## config.mk

```make
export PLATFORM = sky130hd
export DESIGN_NAME = bdp_front
export DESIGN_NICKNAME = d
export VERILOG_FILES = /design/src/rtl/bdp_pkg.sv /design/src/rtl/bdp_front.sv
export SDC_FILE = /design/constraint.sdc
export NUM_CORES = 1
export LEC_CHECK = 0
export CORE_MARGIN = 2
export CORE_UTILIZATION = 45
export CTS_CLUSTER_SIZE = 20
export DETAILED_ROUTE_END_ITERATION = 6
export DONT_BUFFER_PORTS = 1
export SLEW_MARGIN = 40
export SYNTH_ARGS = -nofsm -noshare
export SYNTH_HDL_FRONTEND = slang
export SYNTH_SLANG_ARGS = --single-unit
```

## constraint.sdc

```tcl
create_clock -name aclk -period 3.2 [get_ports aclk]
set_input_delay 0.64 -clock aclk [delete_from_list [all_inputs] [get_ports aclk]]
set_output_delay 0.64 -clock aclk [all_outputs]
set_load 0.02 [all_outputs]
```

## src/rtl/bdp_pkg.sv

```systemverilog
// ============================================================================
// bdp_pkg: shared types and constants for the delta patch applier
// Payload structs, command and state encodings, header layout constants.
// ============================================================================
`timescale 1ns / 1ps
`default_nettype none

package bdp_pkg;

    localparam int unsigned OLD_DEPTH_DEF   = 65536;
    localparam int unsigned PATCH_DEPTH_DEF = 65536;
    localparam int unsigned HEADER_BYTES    = 32;
    localparam int unsigned TRIPLE_BYTES    = 24;
    localparam int unsigned NLEN_OFFSET     = 24;
    localparam int unsigned CLEN_OFFSET     = 8;
    localparam int unsigned DLEN_OFFSET     = 16;
    localparam logic [63:0] MAGIC_DEF       = 64'h3034_4646_4944_5342;

    // configuration register indexes
    localparam logic [1:0] REG_OLD_SIZE   = 2'd0;
    localparam logic [1:0] REG_PATCH_SIZE = 2'd1;
    localparam logic [1:0] REG_NEW_SIZE   = 2'd2;
    localparam logic [1:0] REG_MAGIC      = 2'd3;

    typedef struct packed {
        logic [1:0]  opcode;
        logic [15:0] address;
        logic [7:0]  data;
    } in_t;

    typedef struct packed {
        logic [7:0] new_byte;
        logic [2:0] status;
        logic       last;
    } out_t;

    typedef enum logic [1:0] {
        OP_LOAD_OLD   = 2'd0,
        OP_LOAD_PATCH = 2'd1,
        OP_STEP       = 2'd2,
        OP_NOP        = 2'd3
    } kind_t;

    typedef struct packed {
        kind_t       kind;
        logic [15:0] address;
        logic [7:0]  data;
    } cmd_t;

    typedef enum logic [2:0] {
        ST_LOAD     = 3'd0,
        ST_BYTE     = 3'd1,
        ST_FINISHED = 3'd2,
        ST_BADPARAM = 3'd3,
        ST_CORRUPT  = 3'd4,
        ST_MISMATCH = 3'd5
    } status_t;

    typedef enum logic [2:0] {
        PH_HEADER = 3'd0,
        PH_CTRL   = 3'd1,
        PH_ADD    = 3'd2,
        PH_COPY   = 3'd3,
        PH_DONE   = 3'd4,
        PH_ERROR  = 3'd5
    } phase_t;

    typedef enum logic [2:0] {
        W_MAGIC = 3'd0,
        W_NLEN  = 3'd1,
        W_CLEN  = 3'd2,
        W_DLEN  = 3'd3,
        W_M0    = 3'd4,
        W_M1    = 3'd5,
        W_M2    = 3'd6
    } wsel_t;

    typedef enum logic [2:0] {
        S_IDLE     = 3'd0,
        S_LOOP     = 3'd1,
        S_FETCH_RD = 3'd2,
        S_FETCH_WT = 3'd3,
        S_WORD     = 3'd4,
        S_CTRL2    = 3'd5,
        S_BYTE_OUT = 3'd6
    } bstate_t;

    typedef struct packed {
        logic [16:0] old_size;
        logic [16:0] patch_size;
        logic [31:0] new_size;
        logic [63:0] magic_word;
    } cfg_t;

endpackage

`default_nettype wire

```

## src/rtl/bdp_front.sv

```systemverilog
// ============================================================================
// bdp_front: input decode and command queue
// Accepts transactions, classifies the opcode and holds up to two commands.
// ============================================================================
`timescale 1ns / 1ps
`default_nettype none

module bdp_front (
    input  wire logic          aclk,
    input  wire logic          aresetn,
    input  wire logic          s_valid,
    output logic               s_ready,
    input  wire bdp_pkg::in_t  s_payload,
    output logic               cmd_valid,
    output bdp_pkg::cmd_t      cmd,
    input  wire logic          cmd_pop
);
    import bdp_pkg::*;

    cmd_t       q_reg [2];
    logic [1:0] count_reg, count_next;
    logic       wr_ptr_reg, rd_ptr_reg;
    logic       push;
    cmd_t       dec;

    always_comb begin
        dec.address = s_payload.address;
        dec.data    = s_payload.data;
        case (s_payload.opcode)
            OP_LOAD_OLD:   dec.kind = OP_LOAD_OLD;
            OP_LOAD_PATCH: dec.kind = OP_LOAD_PATCH;
            OP_STEP:       dec.kind = OP_STEP;
            default:       dec.kind = OP_NOP;
        endcase
    end

    assign s_ready   = (count_reg != 2'd2);
    assign push      = s_valid & s_ready;
    assign cmd_valid = (count_reg != 2'd0);
    assign cmd       = q_reg[rd_ptr_reg];

    always_comb begin
        count_next = count_reg;
        if (push && !cmd_pop) count_next = count_reg + 2'd1;
        else if (!push && cmd_pop) count_next = count_reg - 2'd1;
    end

    always_ff @(posedge aclk) begin
        if (!aresetn) begin
            count_reg  <= 2'd0;
            wr_ptr_reg <= 1'b0;
            rd_ptr_reg <= 1'b0;
        end else begin
            count_reg <= count_next;
            if (push) wr_ptr_reg <= ~wr_ptr_reg;
            if (cmd_pop) rd_ptr_reg <= ~rd_ptr_reg;
        end
    end

    always_ff @(posedge aclk) begin
        if (push) q_reg[wr_ptr_reg] <= dec;
    end

endmodule

`default_nettype wire

```

# Word level (Yosys, flattened, before mapping)

Memory sizes are Yosys's and may differ from the RTL's. A register that Yosys moved wholly into a read port is not among the register bits.
Index checks and enable logic that the tools add are counted.

Register bits after elaboration: 4
RAM bits: 52
Input bits: 30
Output and inout port bits: 28
Logic and storage cells: 26
Memories kept: 1

Memory list:

| memory | depth | bits a word | read ports | clocked after memory_dff | write ports | line            | text |
|---|---|---|---|---|---|---|---|
| q_reg  | 2     | 26          | 1          | 1                        | 1           | bdp_front.sv:20 | `cmd_t q_reg [2];` |

$add $sub $neg: 2
Eq/ne operators: 3
Multiplexer cells: 7
Bitwise gates (word level): 3
Reduce and logical (&&, ||, !) cells: 7

Operator list:

| operator                                          | number |
|---|---|
| case mux 2 bit (3 select lines)                   | 1 |
| 2-to-1 mux 1 bit                                  | 4 |
| 2-to-1 mux 2 bit                                  | 2 |
| nonzero test 2 bit                                | 2 |
| adder 2 x 1 -> 2 bit (second input constant)      | 1 |
| == test 2 x 1 -> 1 bit (second input constant)    | 1 |
| == test 2 bit (second input constant)             | 1 |
| logical AND 1 bit                                 | 2 |
| logical NOT 1 bit                                 | 2 |
| logical NOT 2 bit                                 | 1 |
| != test 2 bit (second input constant)             | 1 |
| inverter 1 bit                                    | 2 |
| subtractor 2 x 1 -> 2 bit (second input constant) | 1 |
| AND 1 bit                                         | 1 |

# Logic depth before layout (Yosys ltp)

Gate-level depths: netlist of the first run.

Depth in word-level cells: 6
Gate-level depth with buffers: 6
Mapped depth without buffers: 6

# Least setup slack after synthesis of the first run

No wires, ideal clock.

Kind: input to register
Start point: in s_valid
End point: mem q_reg[1][0] (netlist bit) (enable)
Library setup time: 385 ps
Arrival time: 1,338 ps
Data required time: 2,815 ps
Path slack: 1,477 ps
Cell stages on the path: 1
Path buffers: 0
Path through: and3_1

Longest elaborated chain between the ends: 3

Ends and longest elaborated chain:

| element                                | line            | text |
|---|---|---|
| start: declaration                     | bdp_front.sv:11 | `input wire logic s_valid,` |
| AND 1 bit                              | bdp_front.sv:38 | `assign push = s_valid & s_ready;` |
| 2-to-1 mux 1 bit                       | bdp_front.sv:61 | `if (push) q_reg[wr_ptr_reg] <= dec;` |
| 2-to-1 mux 1 bit (not written as such) | bdp_front.sv:61 |  |
| end: declaration                       | bdp_front.sv:20 |  |

Every way passes these cells.

==> results of run 1 <==
synthesized netlist by cell type (all sizes together), types with 2 or more instances:
library cell,instances,area share
xor2,2,0.0083
dfxtp,5,0.047
inv,2,0.0035
and2,4,0.012
edfxtp,52,0.74
a21boi,2,0.0071
buf,3,0.0094
mux2,26,0.14
clkbuf,2,0.0035
worst paths after layout:
path,slack (ns),end,cells past startpoint,start
min,0.41,q_reg[0][8],0,s_payload[8]
max reg2reg,1.37,q_reg[1][16],3,count_reg[0]
min reg2reg,0.53,count_reg[1],2,count_reg[1]
max,0.88,cmd[11],2,flip-flop
layer usage:
layer | track usage | vias to the layer above | wire, µm
met3 | 0.06906 | 8 | 286
met5 | 0 | - | 0
met4 | 0.09877 | 0 | 73
li1 | - | 423 | -
met1 | 0.1175 | 453 | 1137
met2 | 0.2030 | 37 | 1641
cells by family after synthesis:
family	after synthesis	synth area share
flops	57	0.7826
mux	26	0.1379
simple gates	9	0.03065
buf+inv	7	0.01650
compound gates	4	0.01414
xor+xnor	3	0.01238
fa+ha+maj	1	0.005892
through the flow:
stage / power (mW) / instance area, µm² / cells / hold WS, ns
final: 1.812 / 2381 / 173 / 0.4141
after global routing: 1.890 / 2381 / 173 / 0.3885
after CTS: 1.842 / 2381 / 173 / 0.3911
after detailed placement: 1.184 / 2183 / 157 / 0.5255
after global placement: 1.177 / 2183 / 157 / 0.5107
after floorplan: 1.144 / 2123 / 107 / 0.5001
final cells by class:
| class | instances | share of cell area |
|---|---|---|
| clock buffer | 13 | 0.06674 |
| inverter | 2 | 0.003153 |
| multi-input combinational | 43 | 0.1792 |
| tap | 52 | 0.02733 |
| sequential | 57 | 0.6978 |
| timing repair buffer | 3 | 0.009459 |
| clock inverter | 3 | 0.01629 |
worst reg2reg max path, delay by kind of cell, from the launching register on:
kind / cells / cell delay, ns
AND/OR/NAND/NOR: 2 / 0.77
buffers and inverters: 1 / 0.34
flip-flops: 1 / 0.41
power groups by stage:
| stage | sequential [mW] | clock [mW] | combinational, mW |
|---|---|---|---|
| CTS | 0.929 | 0.672 | 0.240 |
| global placement | 0.939 | 0 | 0.238 |
| detailed placement | 0.944 | 0 | 0.240 |
| global route | 0.934 | 0.706 | 0.250 |
| finish | 0.928 | 0.649 | 0.235 |
| floorplan | 0.933 | 0 | 0.211 |
==> reports/qor.txt, run 1 <==
internal power consumption - 1.381 mW
Distinct cells, synth - 20
DR pass1 iterations - 4
Resize count post-CTS - 0
remaining global-route overflow - 0
DRT iter0 DRCs - 44
status - finished clean
overall routing resource usage - 0.1261
cts bufs inserted - 9
Post-DP HPWL - 2078 µm
cell area power density - 761.0 nW/µm²
sequential element share of the synthesized area - 0.7826
type of element launching the critical path - flip-flop
CP Data Required Time - 2.56 ns
Max Cap Viol - 0
Synth Instances - 107
most frequent cells in the layout - 52 x edfxtp_1, 26 x mux2_2, 11 x clkbuf_8
Max-slew headroom - 0.5979
Sw Share - 0.2377
Core Area - 4444 µm²
num ports - 58
RSZ-0062 raised after global routing - false
ys flop type - edfxtp_1
drt wl/cell - 18.14 µm
vias per cell - 5.324
final hold violations - 0
layout cells sized above 1 - 0.3719
clk_skew - 0.004057 ns
Post-CTS Setup Bufs - 0
worst setup margin - 0.8848 ns
Yosys reg bits - 57
first-pass GRT wire length - 4519 µm
Die Y - 72.69 µm
global placement routability congestion - 0.6512
Final Net Count - 147
clk sinks - 57
Final Cycle Share - 0.7235
min Tclk post-route - 2.315 ns
max reg flops - 52
CTS tree - yes
slowest stage delay, CP - 0.58 ns
initial antenna violation count - 0
largest net degree at the start of global routing - 27
Clk network pwr share - 0.358
P&R area growth vs syn - 12.14%
net count after synthesis - 138
crit-path cells - buf_4 > mux2_2
area of the multi-input gates - 426.7 µm²
critical path type - reg2out
Post-synth EDFFs - 52
H-tree depth - 3
Setup TNS Final - 0 ns
CP Capture Type - output pin
Via Count - 921
CTS root buffer - clkbuf_8
post-route ant nets - 0
Starting Density - 0.4778
Die ar. - 5284 µm²
# setup viols final - 0
most common cell after layout, fill and taps aside - edfxtp_1
delay-heaviest family, CP - flip-flops
Max clock buf depth - 2
Peak Freq - 0.4319 GHz
Reg area - 1662 µm²
Slew Limit Fails - 0
synth warn - 0
Critical Path AT - 1.68 ns
Seq pwr share - 0.512
CTS clk-pin slew, worst paths - 0.06 ns
Mapped Area - 2123 µm²
Worst Path Max Fanout - 17
combinational power share - 0.130
Die Width - 72.69 µm
ANT cells - 0
Hold Crit Class - in2reg
Async SR Flop Fraction - 0
CP max-delay cell - dfxtp_1
Worst-Skew Late Latency - 0.32 ns
Residual DRC - 0
number of global-route vias before repair - 942
static leakage - 0.8136 nW
NetSw - 430.8 µW
peak supply drop - 317.0 µV
worst-margin pin slew - 0.6031 ns
fillcell total - 370
synthesized area per cell - 19.84 µm²
pre-CTS setup slack - 1.184 ns
port bufs - 0
FP Rows - 24
buffers and inverters on the worst path - 1
Routed WL - 3138 µm
# hold bufs at CTS - 0
Final Core Density - 0.5358
No activity file was read; power rests on OpenSTA's default activity.
==> run 2, diff against run 1 <==
--- a/config.mk
+++ b/config.mk
@@ -5,6 +5,7 @@
 export SDC_FILE = /design/constraint.sdc
 export NUM_CORES = 1
 export LEC_CHECK = 0
+export ABC_AREA = 1
 export CORE_MARGIN = 2
 export CORE_UTILIZATION = 45
 export CTS_CLUSTER_SIZE = 20
==> constraint.sdc (replaced) <==
create_clock -name aclk -period 2.3 [get_ports aclk]
set_input_delay 0.46 -clock aclk [delete_from_list [all_inputs] [get_ports aclk]]
set_output_delay 0.46 -clock aclk [all_outputs]
set_load 0.02 [all_outputs]
==> reports/qor.txt, run 2 <==
buffers and inverters on the worst path - 1
Starting Density - 0.4671
first-pass GRT wire length - 4795 µm
port bufs - 0
# hold bufs at CTS - 0
Worst-Skew Late Latency - 0.32 ns
Slew Limit Fails - 0
pre-CTS setup slack - 0.6513 ns
most frequent cells in the layout - 52 x edfxtp_1, 20 x mux2_4, 9 x nand2_1, 9 x clkbuf_8, 8 x inv_1
slowest stage delay, CP - 0.58 ns
Via Count - 988
CTS root buffer - clkbuf_8
Resize count post-CTS - 0
DR pass1 iterations - 4
Max clock buf depth - 2
Max Cap Viol - 0
largest net degree at the start of global routing - 16
vias per cell - 4.940
most common cell after layout, fill and taps aside - edfxtp_1
RSZ-0062 raised after global routing - false
Post-synth EDFFs - 52
Distinct cells, synth - 15
critical path type - reg2out
top cells by count, synth - 52 x edfxtp_1, 20 x mux2_4, 9 x nand2_1
compound-gate portion of the synthesized area - 0.006761
number of global-route vias before repair - 1015
Mapped Area - 2221 µm²
H-tree depth - 3
clk_skew - 0.004447 ns
type of element launching the critical path - flip-flop
drt wl/cell - 16.14 µm
ys flop type - edfxtp_1
Peak Freq - 0.5142 GHz
area leader, netlist - edfxtp_1
CP Capture Type - output pin
placed cell count - 186
remaining global-route overflow - 0
sequential element share of the synthesized area - 0.7482
DRT iter0 DRCs - 47
ANT cells - 0
Setup TNS Final - 0 ns
Die ar. - 5513 µm²
Max-slew headroom - 0.7310
post-synth top area share - 0.7031
layout cells sized above 1 - 0.3308
Die Width - 74.25 µm
cts bufs inserted - 9
worst-margin pin slew - 0.4035 ns
Critical Path AT - 1.48 ns
dominant cells by area after synthesis - edfxtp_1 70%, mux2_4 14%, dfxtp_1 4.5%
peak supply drop - 472.4 µV
max reg flops - 52
final hold violations - 0
crit-path cells - buf_12 > mux2_4
Synth Area in Adders - 0.005634
Synth Instances - 119
CTS tree - yes
Async SR Flop Fraction - 0
status - finished clean
Final Net Count - 161
CP Data Required Time - 1.84 ns
overall routing resource usage - 0.1279
synthesized area per cell - 18.66 µm²
Routed WL - 3228 µm
cell area power density - 925.9 nW/µm²
Die Y - 74.25 µm
Final Cycle Share - 0.8456
post-route ant nets - 0
initial antenna violation count - 0
delay-heaviest family, CP - flip-flops
CTS clk-pin slew, worst paths - 0.06 ns
non-filler cells, final - 200
global placement routability congestion - 0.6142
Core Area - 4755 µm²
net count after synthesis - 150
# setup viols final - 0
min Tclk post-route - 1.945 ns
Hold Crit Class - in2reg
Residual DRC - 0
Synth Area in Simple Gates - 0.03380
Post-CTS Setup Bufs - 0
Post-DP HPWL - 2216 µm
P&R area growth vs syn - 10.14%
clk sinks - 57
num ports - 58
main combinational cell family by area after synthesis - multiplexers
FP Rows - 25
most common cell in the synthesized netlist - edfxtp_1
static leakage - 0.8928 nW
fraction of synthesized area in multiplexers - 0.1656
xor-xnor portion of the synthesized cell area - 0
synth warn - 0
Yosys reg bits - 57
Worst Path Max Fanout - 14
worst setup margin - 0.3552 ns
CP max-delay cell - dfxtp_2
==> run 2: changes by cell type in the layout (fill, tap and decap cells not counted), moves of 2 or more <==
cell	delta
clkbuf_1	+2
mux2_4	+20
nor2_1	+6
nor2_2	+2
clkbuf_8	-2
xor2_1	-2
nand2_1	+9
and2_1	-4
mux2_2	-20
inv_1	+6
==> run 2: report_power, final <==
group          internal [mW]  switching, mW
sequential              1.23         0.0301
clock                  0.378          0.332
combinational          0.109          0.185
==> run 2: per-layer routing <==
layer	vias to the layer above	share of wire	wire length [µm]	global-route usage
li1	454	-	-	-
met1	479	0.37	1192	0.1212
met2	45	0.48	1560	0.2004
met3	10	0.12	381	0.07588
met4	0	0.029	94	0.1012
met5	-	0	0	0
==> run 2: path summary, 6_finish.rpt <==
check                                    from            to  cells past startpoint  slack (ns)
worst max-delay path                flip-flop        cmd[8]                      2        0.36
worst min-delay path            s_payload[18]  q_reg[1][18]                      0        0.23
worst max register to register   count_reg[0]  count_reg[1]                     10        0.61
worst min register to register     wr_ptr_reg    wr_ptr_reg                      2        0.51
==> run 2: logic make-up (layout without fill, tap and decap cells) <==
kind of cell,after synthesis,count (layout)
adder cells (fa/ha/maj),1,1
multiplexers,26,26
buffers and inverters,13,27
AND/OR/NAND/NOR,19,19
AO/OA/AOI/OAI,3,3
flip-flops,57,57
==> run 2: metrics by stage <==
step	util	power [mW]	cell area, µm²	hold WS, ns
2_1_floorplan	-	1.534	2221	0.4635
4_1_cts	0.5145	2.296	2446	0.2111
3_3_place_gp	0.4842	1.569	2302	0.4786
3_5_place_dp	0.4842	1.582	2302	0.5044
6_report	0.5145	2.265	2446	0.2283
5_1_grt	0.5145	2.359	2446	0.2066
==> run 2: final cells by class <==
class                   instances  area (µm²)
fillers                       415        2308
clock inverters                 1       5.005
multi-input cells              49       475.5
repair buffers                  5       50.05
inverters                       8       30.03
flip-flops and latches         57        1663
well taps                      67       83.83
clock buffers                  13       138.9
==> run 3, diff against run 2 <==
--- a/config.mk
+++ b/config.mk
@@ -5,7 +5,7 @@
 export SDC_FILE = /design/constraint.sdc
 export NUM_CORES = 1
 export LEC_CHECK = 0
-export ABC_AREA = 1
+export ABC_AREA = 0
 export CORE_MARGIN = 2
 export CORE_UTILIZATION = 45
 export CTS_CLUSTER_SIZE = 20
==> constraint.sdc (replaced) <==
create_clock -name aclk -period 1.75 [get_ports aclk]
set_input_delay 0.35 -clock aclk [delete_from_list [all_inputs] [get_ports aclk]]
set_output_delay 0.35 -clock aclk [all_outputs]
set_load 0.02 [all_outputs]
==> reports/qor.txt, run 3 (synthesis gave the netlist of run 1 again) <==
Final Cycle Share - 0.9567
clk_skew - 0.005160 ns
RSZ-0062 raised after global routing - false
r2r endpoint - count_reg[1]
min Tclk post-route - 1.674 ns
H-tree depth - 3
# setup viols final - 0
vias per cell - 5.278
NetSw - 786.8 µW
largest net degree at the start of global routing - 17
FP Rows - 24
cell area power density - 1307 nW/µm²
CP Capture Type - output pin
launching point of the worst reg2reg path - count_reg[0]
Seq pwr share - 0.547
Sw Share - 0.2553
Residual DRC - 0
CTS tree - yes
min-delay src - s_payload[10]
worst r2r path cells - 5
Worst-Skew Late Latency - 0.32 ns
crit-path cells - buf_4 > mux2_2
placed cell count - 160
Clk network pwr share - 0.305
final hold slack - 0.1180 ns
Peak Freq - 0.5973 GHz
post-route ant nets - 0
P&R area growth vs syn - 11.08%
CP max-delay cell - mux2_2
ANT cells - 0
critical path type - reg2out
static leakage - 0.8080 nW
most common cell after layout, fill and taps aside - edfxtp_1
type of element launching the critical path - flip-flop
port bufs - 0
Hold Path Sink - q_reg[0][10]
Max-slew headroom - 0.8547
DRT iter0 DRCs - 56
combinational power share - 0.148
non-filler cells, final - 176
DR pass1 iterations - 4
Resize count post-CTS - 0
peak supply drop - 622.8 µV
drt wl/cell - 18.27 µm
first-pass GRT wire length - 4940 µm
Final Net Count - 150
reg2reg setup slack - 0.14 ns
Post-CTS Setup Bufs - 0
number of global-route vias before repair - 1013
Die ar. - 5284 µm²
worst hold stages - 0
clk sinks - 57
Critical Path AT - 1.32 ns
CTS clk-pin slew, worst paths - 0.06 ns
Hold Crit Class - in2reg
cts bufs inserted - 9
slowest stage delay, CP - 0.43 ns
internal power consumption - 2.295 mW
Max Cap Viol - 0
worst-margin pin slew - 0.2180 ns
final hold violations - 0
overall routing resource usage - 0.1355
Post-DP HPWL - 2180 µm
Via Count - 929
Die Y - 72.69 µm
Starting Density - 0.4778
most frequent cells in the layout - 52 x edfxtp_1, 26 x mux2_2, 9 x clkbuf_8
Die Width - 72.69 µm
status - finished clean
Max clock buf depth - 2
Routed WL - 3216 µm
Slew Limit Fails - 0
CTS root buffer - clkbuf_8
global placement routability congestion - 0.6552
# hold bufs at CTS - 0
max reg flops - 52
remaining global-route overflow - 0
Core Area - 4444 µm²
Setup TNS Final - 0 ns
layout cells sized above 1 - 0.3710
Final Core Density - 0.5307
Worst Path Max Fanout - 16
initial antenna violation count - 0
CP Data Required Time - 1.40 ns
num ports - 58
-- run 3: changes by cell type in the layout (fill, tap and decap cells not counted), sizes merged, moves of 2 or more --
cell | previous run | this run
clkinv | 1 | 6
clkbuf | 13 | 10
nand2 | 9 | 0
a21boi | 0 | 2
inv | 8 | 2
xor2 | 0 | 2
and2 | 0 | 4
nor2 | 8 | 0
-- run 3: worst max path at each step --
| stage | startpoint | end | cells past startpoint |
|---|---|---|---|
| global placement | count_reg[0] | count_reg[1] | 5 |
| finish | flip-flop | cmd[11] | 2 |
| CTS | flip-flop | cmd[3] | 2 |
| global route | flip-flop | cmd[11] | 2 |
| detailed placement | count_reg[0] | count_reg[1] | 5 |
| floorplan | count_reg[0] | q_reg[1][0] | 2 |
-- run 3: metrics by stage --
step                worst slack (ns)  total power [mW]  instance area (µm²)
floorplan                    0.08829             2.093                 2123
global placement              0.2323             2.164                 2206
detailed placement            0.1386             2.181                 2206
CTS                          0.04763             3.129                 2359
global route                0.007738             3.223                 2359
finish                       0.07573             3.082                 2359
-- run 3: power groups by stage --
stage,clock network [mW],registers [mW],logic (mW)
floorplan,0,1.71,0.387
global route,1.04,1.70,0.485
finish,0.939,1.69,0.456
global placement,0,1.71,0.455
detailed placement,0,1.72,0.464
CTS,0.973,1.69,0.467
-- run 3: worst max-delay path, delay by kind of cell, from the launching register on --
kind / cells / cell delay, ns
mux: 1 / 0.43
buf+inv: 1 / 0.24
flops: 1 / 0.32
-- run 3: routing by layer --
layer	vias to the layer above	track usage	wire [µm]
met2	42	0.2242	1710
met5	-	0	0
met3	5	0.08840	311
met4	0	0.06790	35
met1	449	0.1285	1159
li1	433	-	-
-- run 3: cell type report --
cell class	instances	area, µm²
Timing Repair Buffer	6	45.04
Clock buffer	10	127.6
Multi-Input combinational cell	43	426.7
Fill cell	360	2086
Inverter	2	7.507
Clock inverter	6	25.02
Sequential cell	57	1662
Tap cell	52	65.06
